<file path="src/hw/rtl/eeprom_page_transfer_splitter_defines.svh">
// assertion macros for the page transfer splitter
`ifndef EEPROM_PAGE_TRANSFER_SPLITTER_DEFINES_SVH
`define EEPROM_PAGE_TRANSFER_SPLITTER_DEFINES_SVH

// same-cycle implication, checked out of reset
`define EPTS_ASSERT_NOW(label, ante, cons, msg) \
	label: assert property (@(posedge clk) disable iff (!arst_n) (ante) |-> (cons)) \
		else $error(msg);

// next-cycle implication, checked out of reset
`define EPTS_ASSERT_NEXT(label, ante, cons, msg) \
	label: assert property (@(posedge clk) disable iff (!arst_n) (ante) |=> (cons)) \
		else $error(msg);

`endif

</file>
<file path="src/hw/rtl/epts_pkg.sv">
package epts_pkg;

	localparam int PAGE_BYTES  = 8;
	localparam int MAX_REQUEST = 256;

	// page size is a power of two, so the page offset is a mask
	localparam int PAGE_W  = $clog2(PAGE_BYTES);
	localparam int CHUNK_W = $clog2(PAGE_BYTES + 1);

	localparam int CAP_W   = 18;
	localparam int ADDR_W  = 17;
	localparam int COUNT_W = 9;
	localparam int PINS_W  = 3;
	localparam int CFG_W   = 18;

	localparam logic [7:0]        DEV_BASE        = 8'hA0;
	localparam logic [CAP_W-1:0]  NARROW_LIMIT    = 18'd2048;
	localparam logic [CAP_W-1:0]  WIDE_BLOCK_LIMIT = 18'd65536;

	localparam logic CFG_CAPACITY = 1'b0;
	localparam logic CFG_PINS     = 1'b1;

	typedef struct packed {
		logic               cmd;
		logic [ADDR_W-1:0]  start_address;
		logic [COUNT_W-1:0] byte_count;
	} req_t;

	typedef struct packed {
		logic        status;
		logic [7:0]  device_address;
		logic [15:0] word_address;
		logic        wide_address;
		logic [3:0]  chunk_length;
		logic        is_write;
		logic        wait_after;
		logic        last;
	} res_t;

	typedef enum logic [1:0] {
		ST_IDLE,
		ST_CHECK,
		ST_SPLIT
	} state_t;

	typedef struct packed {
		logic load;
		logic emit_err;
		logic emit_chunk;
	} ctl_cmd_t;

	typedef struct packed {
		logic bad;
		logic fin;
		logic slot_free;
	} ctl_stat_t;

endpackage

</file>
<file path="src/hw/rtl/epts_datapath.sv">
module epts_datapath
	import epts_pkg::*;
(
	input  logic                 clk,
	input  logic                 arst_n,
	input  req_t                 req,
	input  logic                 cfg_write,
	input  logic                 cfg_index,
	input  logic [CFG_W-1:0]     cfg_data,
	input  logic                 res_stall,
	input  ctl_cmd_t             ctl_cmd,
	output ctl_stat_t            ctl_stat,
	output logic                 res_valid,
	output res_t                 res
);

	logic [CAP_W-1:0]   cap_q;
	logic [PINS_W-1:0]  pins_q;
	logic               wr_q;
	logic [CAP_W-1:0]   addr_q;
	logic [COUNT_W-1:0] rem_q;
	res_t               res_q;
	logic               res_valid_q;

	logic [CAP_W:0]     end_addr;
	logic [CHUNK_W-1:0] room;
	logic [CHUNK_W-1:0] n;
	logic               fin;
	logic [7:0]         base;
	logic [7:0]         dev;
	logic               wide;
	res_t               chunk_res;
	res_t               err_res;
	logic               slot_free;

	always_ff @(posedge clk or negedge arst_n) begin
		if (!arst_n) begin
			cap_q  <= CAP_W'(256);
			pins_q <= '0;
		end else if (cfg_write) begin
			case (cfg_index)
				CFG_CAPACITY: cap_q  <= cfg_data;
				CFG_PINS:     pins_q <= cfg_data[PINS_W-1:0];
				default:      ;
			endcase
		end
	end

	// range check and chunk sizing
	assign end_addr = {1'b0, addr_q} + (CAP_W + 1)'(rem_q);
	assign room     = CHUNK_W'(PAGE_BYTES) - CHUNK_W'(addr_q[PAGE_W-1:0]);
	assign fin      = rem_q <= COUNT_W'(room);
	assign n        = fin ? rem_q[CHUNK_W-1:0] : room;

	assign ctl_stat.bad = (rem_q > COUNT_W'(MAX_REQUEST)) || (end_addr > {1'b0, cap_q});
	assign ctl_stat.fin = fin;
	assign slot_free    = !res_valid_q || !res_stall;
	assign ctl_stat.slot_free = slot_free;

	assign base = DEV_BASE | {4'b0, pins_q, 1'b0};

	always_comb begin
		if (cap_q > WIDE_BLOCK_LIMIT) begin
			dev  = base + {5'b0, addr_q[17:16], 1'b0};
			wide = 1'b1;
		end else if (cap_q > NARROW_LIMIT) begin
			dev  = base;
			wide = 1'b1;
		end else begin
			dev  = base + {addr_q[14:8], 1'b0};
			wide = 1'b0;
		end
	end

	always_comb begin
		chunk_res                = '0;
		chunk_res.device_address = dev;
		chunk_res.word_address   = wide ? addr_q[15:0] : {8'b0, addr_q[7:0]};
		chunk_res.wide_address   = wide;
		chunk_res.chunk_length   = 4'(n);
		chunk_res.is_write       = wr_q;
		chunk_res.wait_after     = wr_q;
		chunk_res.last           = fin;
		err_res                  = '0;
		err_res.status           = 1'b1;
		err_res.last             = 1'b1;
	end

	always_ff @(posedge clk) begin
		if (ctl_cmd.load) begin
			wr_q   <= req.cmd;
			addr_q <= {1'b0, req.start_address};
			rem_q  <= req.byte_count;
		end else if (ctl_cmd.emit_chunk) begin
			addr_q <= addr_q + CAP_W'(n);
			rem_q  <= rem_q - COUNT_W'(n);
		end
		if (ctl_cmd.emit_err) begin
			res_q <= err_res;
		end else if (ctl_cmd.emit_chunk) begin
			res_q <= chunk_res;
		end
	end

	always_ff @(posedge clk or negedge arst_n) begin
		if (!arst_n) begin
			res_valid_q <= 1'b0;
		end else if (ctl_cmd.emit_err || ctl_cmd.emit_chunk) begin
			res_valid_q <= 1'b1;
		end else if (!res_stall) begin
			res_valid_q <= 1'b0;
		end
	end

	assign res_valid = res_valid_q;
	assign res       = res_q;

endmodule

</file>
<file path="src/hw/rtl/epts_ctrl.sv">
module epts_ctrl
	import epts_pkg::*;
(
	input  logic      clk,
	input  logic      arst_n,
	input  logic      req_valid,
	input  ctl_stat_t ctl_stat,
	output logic      req_stall,
	output ctl_cmd_t  ctl_cmd
);

	state_t state_q;
	state_t state_d;

	always_ff @(posedge clk or negedge arst_n) begin
		if (!arst_n) begin
			state_q <= ST_IDLE;
		end else begin
			state_q <= state_d;
		end
	end

	always_comb begin
		state_d = state_q;
		case (state_q)
			ST_IDLE: begin
				if (req_valid) state_d = ST_CHECK;
			end
			ST_CHECK: begin
				if (ctl_stat.slot_free) begin
					if (ctl_stat.bad || ctl_stat.fin) state_d = ST_IDLE;
					else state_d = ST_SPLIT;
				end
			end
			ST_SPLIT: begin
				if (ctl_stat.slot_free && ctl_stat.fin) state_d = ST_IDLE;
			end
			default: state_d = ST_IDLE;
		endcase
	end

	always_comb begin
		req_stall          = 1'b1;
		ctl_cmd.load       = 1'b0;
		ctl_cmd.emit_err   = 1'b0;
		ctl_cmd.emit_chunk = 1'b0;
		case (state_q)
			ST_IDLE: begin
				req_stall    = 1'b0;
				ctl_cmd.load = req_valid;
			end
			ST_CHECK: begin
				ctl_cmd.emit_err   = ctl_stat.slot_free && ctl_stat.bad;
				ctl_cmd.emit_chunk = ctl_stat.slot_free && !ctl_stat.bad;
			end
			ST_SPLIT: begin
				ctl_cmd.emit_chunk = ctl_stat.slot_free;
			end
			default: ;
		endcase
	end

endmodule

</file>
<file path="src/hw/rtl/eeprom_page_transfer_splitter.sv">
// first result: request loaded in ST_IDLE, result registered from ST_CHECK once the slot is free
// throughput: one chunk per cycle while the result side does not stall; the next request
// is taken only after the last chunk, and a 256-byte request gives at most 33 page chunks
// reset: arst_n async active low; capacity 256 bytes, address pins 0, no result
// pending, request side open as soon as reset is released
`include "eeprom_page_transfer_splitter_defines.svh"

module eeprom_page_transfer_splitter
	import epts_pkg::*;
(
	input  logic             clk,
	input  logic             arst_n,
	// request channel
	input  logic             req_valid,
	output logic             req_stall,
	input  req_t             req,
	// result channel
	output logic             res_valid,
	input  logic             res_stall,
	output res_t             res,
	// configuration writes
	input  logic             cfg_write,
	input  logic             cfg_index,
	input  logic [CFG_W-1:0] cfg_data
);

	ctl_cmd_t  ctl_cmd;
	ctl_stat_t ctl_stat;

	// sequencer: accept, range check, then one chunk per free result slot
	epts_ctrl u_ctrl (
		.clk       (clk),
		.arst_n    (arst_n),
		.req_valid (req_valid),
		.ctl_stat  (ctl_stat),
		.req_stall (req_stall),
		.ctl_cmd   (ctl_cmd)
	);

	// address/count registers, chunk math, config registers and result register
	epts_datapath u_dp (
		.clk       (clk),
		.arst_n    (arst_n),
		.req       (req),
		.cfg_write (cfg_write),
		.cfg_index (cfg_index),
		.cfg_data  (cfg_data),
		.res_stall (res_stall),
		.ctl_cmd   (ctl_cmd),
		.ctl_stat  (ctl_stat),
		.res_valid (res_valid),
		.res       (res)
	);

	// a rejected request is a single empty result
	`EPTS_ASSERT_NOW(a_err_shape, res_valid && res.status, res.last && (res.chunk_length == 4'd0) && !res.is_write, "error result malformed")

	// no chunk is longer than a page
	`EPTS_ASSERT_NOW(a_chunk_max, res_valid, res.chunk_length <= 4'(PAGE_BYTES), "chunk longer than a page")

	// one request at a time
	`EPTS_ASSERT_NEXT(a_one_req, req_valid && !req_stall, req_stall, "request taken while busy")

endmodule

</file>
<file path="config.mk">
export PLATFORM = sky130hd
export DESIGN_NAME = eeprom_page_transfer_splitter
export DESIGN_NICKNAME = d
export VERILOG_FILES = /design/src/hw/rtl/epts_pkg.sv /design/src/hw/rtl/epts_datapath.sv /design/src/hw/rtl/epts_ctrl.sv /design/src/hw/rtl/eeprom_page_transfer_splitter.sv
export VERILOG_INCLUDE_DIRS = /design/src /design/src/hw/rtl
export SDC_FILE = /design/constraint.sdc
export NUM_CORES = 1
export LEC_CHECK = 0
export ABC_AREA = 1
export BUFFER_PORTS_ARGS = -buffer_cell sky130_fd_sc_hd__buf_2
export CAP_MARGIN = 20
export CORE_ASPECT_RATIO = 0.8
export CORE_UTILIZATION = 60
export DETAILED_ROUTE_END_ITERATION = 6
export HOLD_SLACK_MARGIN = 0.15
export PLACE_DENSITY = 0.86
export SYNTH_ARGS = -nofsm -noshare
export SYNTH_HDL_FRONTEND = slang
export SYNTH_SLANG_ARGS = --single-unit
</file>
<file path="constraint.sdc">
create_clock -name clk -period 10.7 [get_ports clk]
set_clock_uncertainty 0.1 [all_clocks]
set_input_delay 2.14 -clock clk [delete_from_list [all_inputs] [get_ports clk]]
set_output_delay 2.14 -clock clk [all_outputs]
set_load 0.05 [all_outputs]
</file>
==> results.toml, run 1 <==
[timing]
timing.fmax_ghz = 0.1991
whs_ps = 351.9
fin_crit_sh_pct = 46.93
slew_violations = 0
rsz0062_at_grt = "no"
setup_viol = 0
finalHoldViolCount = 0
slew_headroom_pct = 32.53
worst_slew_pin_slew_ps = 1010
period_minus_slack_ps = 5022
finalSetupTns_ps = 0

[cells_and_area]
final_area_um2 = 6350
syn_to_final_growth_pct = 13.23
drive_above_1_share_pct = 16.21
num-nets-final = 901
diodes = 0
n_fill_cell = 755

[clock_tree]
cts_hold_buf = 0
worst_skew_pair.late_latency_ps = 350
cts_root_buf = "clkbuf_16"
clock-sinks = 83
postCtsSetupRepairBufs = 0
cts_buffers = 9
ctsLongestPathBuffers = 2
path_clk_slew_ps = 70
htreeDepth = 3
cts_resized = 0
cts_tree = "yes"

[place]
gp_congestion = 0.9359
hpwl_um = 10700
dpl_cell_area_um2 = 6023
io_buffers = 84

[worst_setup_path]
cp.required_ps = 10680
r2r_setup_slack_ps = 5680
path_class = "flip-flop to flip-flop"
worstSetupEndpoint = "u_dp.addr_q[16]$_DFFE_PP_"
reg2reg_depth = 25
r2r_end = "u_dp.addr_q[16]$_DFFE_PP_"
cp_max_fo = 7
setup.worst_path.start_class = "flip-flop"
endpoint_kind = "flip-flop"
worstPathArrival_ps = 5010
rr_startpoint = "u_dp.addr_q[1]$_DFFE_PP_"
critPathLaunch = "u_dp.addr_q[1]$_DFFE_PP_"

[yosys]
synth_area_um2 = 5608
synth_nets = 826
seq_area_frac_synth_pct = 36.61
syn_area_per_cell_um2 = 7.767
netlist-cell-type-count = 45
ys_seq_elements = 83
synth_edf_count = 27
synth_top_flop_cell = "dfxtp_1"
ys_warn_count = 0
syn_inst = 722
postSynth.asyncResetShare_pct = 28.92

[global_routing]
grt_pass1_vias = 4862
grt-ovfl-total = 0
grt_pass1_wl_um = 22690
grt_antenna_before_repair = 0
grt.total_usage_pct = 30.84
grt_start_max_net_pins = 41

[status]
status = "finished, final reports clean"

[drt]
drtIter0Drc = 471
wl_per_cell_um = 15.50
viasPerCell = 5.622
antenna_left = 0
vias = 5155
finalWirelength_um = 14220
route.detailed.drc = 0
first_pass_iters = 4

[floorplan]
fp.dieH_um = 88.47
core_um2 = 9076
die-area_um2 = 9740
die-width_um = 110.1
num_rows = 31
pin_count = 86
initial_core_util_pct = 61.79

[hold_path]
hp-class = "flip-flop to flip-flop"
hold_depth = 2

[run]
drv_cap = 0
[worst max-delay path, cell delays in order, from the launching register on]
cell,delay (ps)
edfxtp_1,490
inv_1,130
ha_1,220
xor2_1,160
ha_1,320
nand2_1,70
o21ai_0,240
nand2_1,100
nand3_1,80
nand2_1,200
o21ai_0,660
ha_1,380
fa_1,220
nand2_1,60
inv_1,90
o21ai_1,70
nand2_1,110
nand3_2,90
nor2_1,130
nand2_1,70
nor2_2,100
nand2_1,130
nor2_2,150
nand2_1,80
xor2_1,190
o21ai_1,90
[layout by cell type (no fill, tap or decap), types with 2 or more instances in the layout]
master / n
a21oi_1: 51
a21oi_2: 3
a31oi_1: 5
buf_2: 84
buf_8: 2
clkbuf_16: 9
dfrtp_1: 23
dfxtp_1: 32
edfxtp_1: 27
fa_1: 5
ha_1: 48
inv_1: 91
inv_6: 4
inv_8: 2
nand2_1: 157
nand2_4: 2
nand3_1: 56
nand3_2: 3
nand3b_1: 3
nand4_1: 7
nor2_1: 61
nor2_2: 2
nor3_1: 11
nor4_1: 2
o21ai_0: 41
o21ai_1: 8
o21ai_2: 11
o31ai_1: 4
or2_2: 2
xnor2_1: 3
xor2_1: 28
[synth_stat cells, types with 2 or more instances]
cell	n	area (um^2)
xor2_1	28	245.2
edfxtp_1	27	810.8
nor4_1	2	12.51
nand3_1	56	280.3
o21ai_1	8	40.04
nor2_2	2	12.51
inv_1	91	341.6
or2_2	2	12.51
a31oi_1	5	31.28
o21ai_2	11	96.34
nand2_4	2	22.52
fa_1	5	100.1
dfrtp_1	23	575.6
nand2_1	157	589.3
ha_1	48	600.6
xnor2_1	3	26.28
buf_2	5	25.02
buf_6	5	56.30
a21oi_2	3	26.28
nor3_1	11	55.05
clkbuf_1	9	33.78
buf_4	2	15.01
nand4_1	7	43.79
o31ai_1	4	30.03
nand3b_1	3	22.52
nor2_1	61	229.0
nand3_2	3	30.03
dfxtp_1	32	640.6
o21ai_0	41	205.2
a21oi_1	51	255.2
[area by class of cell]
class	instances	area (um^2)	area share [%]
Tap cell	115	143.9	2.266
Clock inverter	7	63.81	1.005
Multi-Input combinational cell	525	3064	48.26
Timing Repair Buffer	87	457.9	7.212
Clock buffer	9	225.2	3.547
Inverter	91	341.6	5.379
Sequential cell	83	2053	32.33
[routing by layer]
layer	GRT usage [%]	wire, um	share of wire [%]	vias up
met5	0	0	0	-
li1	-	-	-	2534
met4	13.88	442	3.1	0
met1	39.36	5945	42	2355
met3	6.038	1070	7.5	35
met2	51.08	6757	48	231
[cell families (layout without fill, tap and decap cells)]
logic type	after synthesis	after routing	share of synthesized area [%]
AOI/OAI and AO/OA	130	130	13.16
adders and majority gates	53	53	12.49
xor gates and xnor gates	31	31	4.842
other	1	1	0.06687
buffers and inverters	114	194	8.746
and+or+nand+nor	310	310	24.07
DFF	83	83	36.61
[registers in the layout, indices dropped and copies added (netlist names)]
signal,cells
u_dp.res,31
u_dp.addr_q,18
u_dp.cap_q,18
u_dp.rem_q,9
u_dp.pins_q,3
u_ctrl.state_q,2
u_dp.res_valid,1
u_dp.wr_q,1
[worst min path at each step]
stage | from | slack (ps) | endpoint
2_1_floorplan | u_dp.cap_q[1]$_DFFE_PN0P_ | 350 | u_dp.cap_q[1]$_DFFE_PN0P_
3_3_place_gp | u_dp.res[32]$_SDFFE_PP1P_ | 330 | u_dp.res[32]$_SDFFE_PP1P_
3_5_place_dp | u_dp.res[32]$_SDFFE_PP1P_ | 330 | u_dp.res[32]$_SDFFE_PP1P_
4_1_cts | u_dp.res[32]$_SDFFE_PP1P_ | 350 | u_dp.res[32]$_SDFFE_PP1P_
5_1_grt | u_dp.res[20]$_SDFFE_PP0P_ | 380 | u_dp.res[20]$_SDFFE_PP0P_
6_report | u_dp.res[32]$_SDFFE_PP1P_ | 350 | u_dp.res[32]$_SDFFE_PP1P_
[per-stage QoR]
step                util, %  worst slack [ps]  std cells
floorplan                 -              6585        722
global placement      66.36              5694        898
detailed placement    66.36              5548        898
CTS                   69.55              5617        914
global route          69.96              5323        917
finish                69.96              5678        917
Power of run 1 is left out: the tool's default activity adds up to more than one toggle a clock period on the data nets, which glitch-free logic cannot reach.
==> run 2, diff against run 1 <==
--- a/config.mk
+++ b/config.mk
@@ -10,10 +10,10 @@
 export BUFFER_PORTS_ARGS = -buffer_cell sky130_fd_sc_hd__buf_2
 export CAP_MARGIN = 20
 export CORE_ASPECT_RATIO = 0.8
-export CORE_UTILIZATION = 60
+export CORE_UTILIZATION = 52
 export DETAILED_ROUTE_END_ITERATION = 6
 export HOLD_SLACK_MARGIN = 0.15
-export PLACE_DENSITY = 0.86
+export PLACE_DENSITY = 0.79
 export SYNTH_ARGS = -nofsm -noshare
 export SYNTH_HDL_FRONTEND = slang
 export SYNTH_SLANG_ARGS = --single-unit
==> constraint.sdc (replaced) <==
create_clock -name clk -period 4 [get_ports clk]
set_clock_uncertainty 0.1 [all_clocks]
set_input_delay 0.8 -clock clk [delete_from_list [all_inputs] [get_ports clk]]
set_output_delay 0.8 -clock clk [all_outputs]
set_load 0.05 [all_outputs]
==> run 2 against run 1 <==
Net effect:
- routed wire length increased by 8.6%
- fmax increased by 29%
- worst setup slack got worse by 5600 ps
- design area increased by 9.6%
- sequential cell count unchanged
- first-iteration DRC count decreased by 2.1%
- sequential share of layout area decreased by 2.8 points
- register-to-register slack got worse by 5600 ps
- hold slack got worse by 1.7 ps
- via count increased by 4.1%
- global-route usage decreased by 3.8 points
- non-clock buffer count increased by 43
==> results.toml, run 2 (synthesized netlist as in run 1, its figures left out) <==
[drt]
wl_per_cell_um = 15.67
finalWirelength_um = 15430
viasPerCell = 5.449
antenna_left = 0
drtIter0Drc = 461
first_pass_iters = 7
vias = 5367
route.detailed.drc = 0

[floorplan]
pin_count = 86
fp.dieH_um = 94.89
num_rows = 33
initial_core_util_pct = 54.11
core_um2 = 10360
die-width_um = 118.1
die-area_um2 = 11210

[place]
hpwl_um = 11330
dp_slack_ps = -63.81
gp_congestion = 0.8920
io_buffers = 84

[worst_setup_path]
reg2reg_depth = 25
path_class = "flip-flop to flip-flop"
cp_max_fo = 6
cp.required_ps = 4010
worstPathArrival_ps = 3900
endpoint_kind = "flip-flop"
rr_startpoint = "u_dp.addr_q[1]$_DFFE_PP_"
r2r_end = "u_dp.addr_q[16]$_DFFE_PP_"
setup.worst_path.start_class = "flip-flop"
r2r_setup_slack_ps = 110

[cells_and_area]
syn_to_final_growth_pct = 24.10
num-nets-final = 944
final_common_cell = "nand2_1"
final_cell_mix = "nand2_1 (146), inv_1 (87), buf_2 (84)"
regMostFlops = "u_dp.res"
reg.largest.list = "u_dp.res (31), u_dp.addr_q (18), u_dp.cap_q (18)"
largest_reg_flops = 31
diodes = 0
drive_above_1_share_pct = 25.33
n_fill_cell = 829

[clock_tree]
ctsLongestPathBuffers = 2
cts_hold_buf = 0
cts_buffers = 9
clock-sinks = 83
path_clk_slew_ps = 70
worst_skew_pair.late_latency_ps = 350
cts_root_buf = "clkbuf_16"
cts_tree = "yes"
htreeDepth = 3

[timing]
period_minus_slack_ps = 3892
finalWorstSetupSlack_ps = 108.2
timing.fmax_ghz = 0.2570
setup_viol = 0
slew_violations = 0
worst_slew_pin_slew_ps = 987.9
whs_ps = 350.1
finalSetupTns_ps = 0
slew_headroom_pct = 33.98
fin_crit_sh_pct = 97.29
rsz0062_at_grt = "yes"
finalHoldViolCount = 0

[global_routing]
grt.total_usage_pct = 27.04
grt-ovfl-total = 0
grt_antenna_before_repair = 0
grt_pass1_wl_um = 23810
grt_pass1_vias = 5057
grt_start_max_net_pins = 37

[run]
drv_cap = 0

[status]
status = "finished, final reports clean"

[hold_path]
hp-class = "primary input to asynchronous set/reset pin"
==> run 2: changes by cell type in the layout (fill, tap and decap cells not counted), sizes merged <==
cell,before,now
clkinv,0,1
clkbuf,9,11
buf,87,128
inv,98,97
==> run 2: worst max path at each step <==
stage / cells past startpoint / endpoint / start
CTS: 26 / u_dp.addr_q[13]$_DFFE_PP_ / u_dp.addr_q[0]$_DFFE_PP_
detailed placement: 25 / u_dp.addr_q[13]$_DFFE_PP_ / u_dp.addr_q[1]$_DFFE_PP_
global route: 25 / u_dp.addr_q[13]$_DFFE_PP_ / u_dp.addr_q[1]$_DFFE_PP_
global placement: 25 / u_dp.addr_q[16]$_DFFE_PP_ / u_dp.addr_q[0]$_DFFE_PP_
floorplan: 26 / u_dp.addr_q[0]$_DFFE_PP_ / u_dp.rem_q[2]$_DFFE_PP_
finish: 25 / u_dp.addr_q[16]$_DFFE_PP_ / u_dp.addr_q[1]$_DFFE_PP_
==> run 2: final cells by class <==
class | instances | area, um^2 | area share [%]
repair buffers | 130 | 833.3 | 11.97
multi-input cells | 525 | 3277 | 47.09
flip-flops and latches | 83 | 2053 | 29.50
clock inverters | 7 | 53.80 | 0.7731
clock buffers | 9 | 225.2 | 3.236
well taps | 140 | 175.2 | 2.517
inverters | 91 | 341.6 | 4.908
==> run 2: per-stage QoR <==
| step | util (%) | cell area [um^2] | cells |
|---|---|---|---|
| after floorplan | - | 5610 | 722 |
| after detailed placement | 60.52 | 6272 | 950 |
| after CTS | 63.24 | 6554 | 966 |
| final | 67.15 | 6959 | 985 |
| after global routing | 67.15 | 6959 | 985 |
| after global placement | 60.52 | 6272 | 950 |
==> run 2: per-layer routing <==
metal  share of wire, %  vias up  global-route usage, %
met2                 48      200                  47.55
met4                1.8        0                  8.654
met1                 44     2510                  34.17
met5                  0        -                      0
li1                   -     2626                      -
met3                6.1       31                  4.469
==> run 2: worst max-delay path, stage by stage, from the launching register on <==
cell	delay [ps]
edfxtp_1	390
inv_2	80
ha_4	160
xor2_2	170
ha_1	340
buf_4	120
nand4_1	60
nand3b_1	210
nand2_4	140
nand2_2	60
o21ai_2	80
ha_2	240
fa_2	210
nand2_1	60
inv_2	60
o21ai_1	50
nand2_1	110
nand3_2	110
nor2_2	150
nand2_1	80
nor2_2	140
nand2_2	100
nor2_4	140
nand2_1	70
xor2_1	140
o21ai_1	70
==> run 2: repair_timing <==
item | 4_1_cts | 5_1_grt
gates cloned | 0 | 3
pin swaps | 0 | 27
gates resized for setup | 2 | 60
endpoints found under the setup margin | 4 | 71
setup buffers | 0 | 16
Power of run 2 is left out for the same reason.
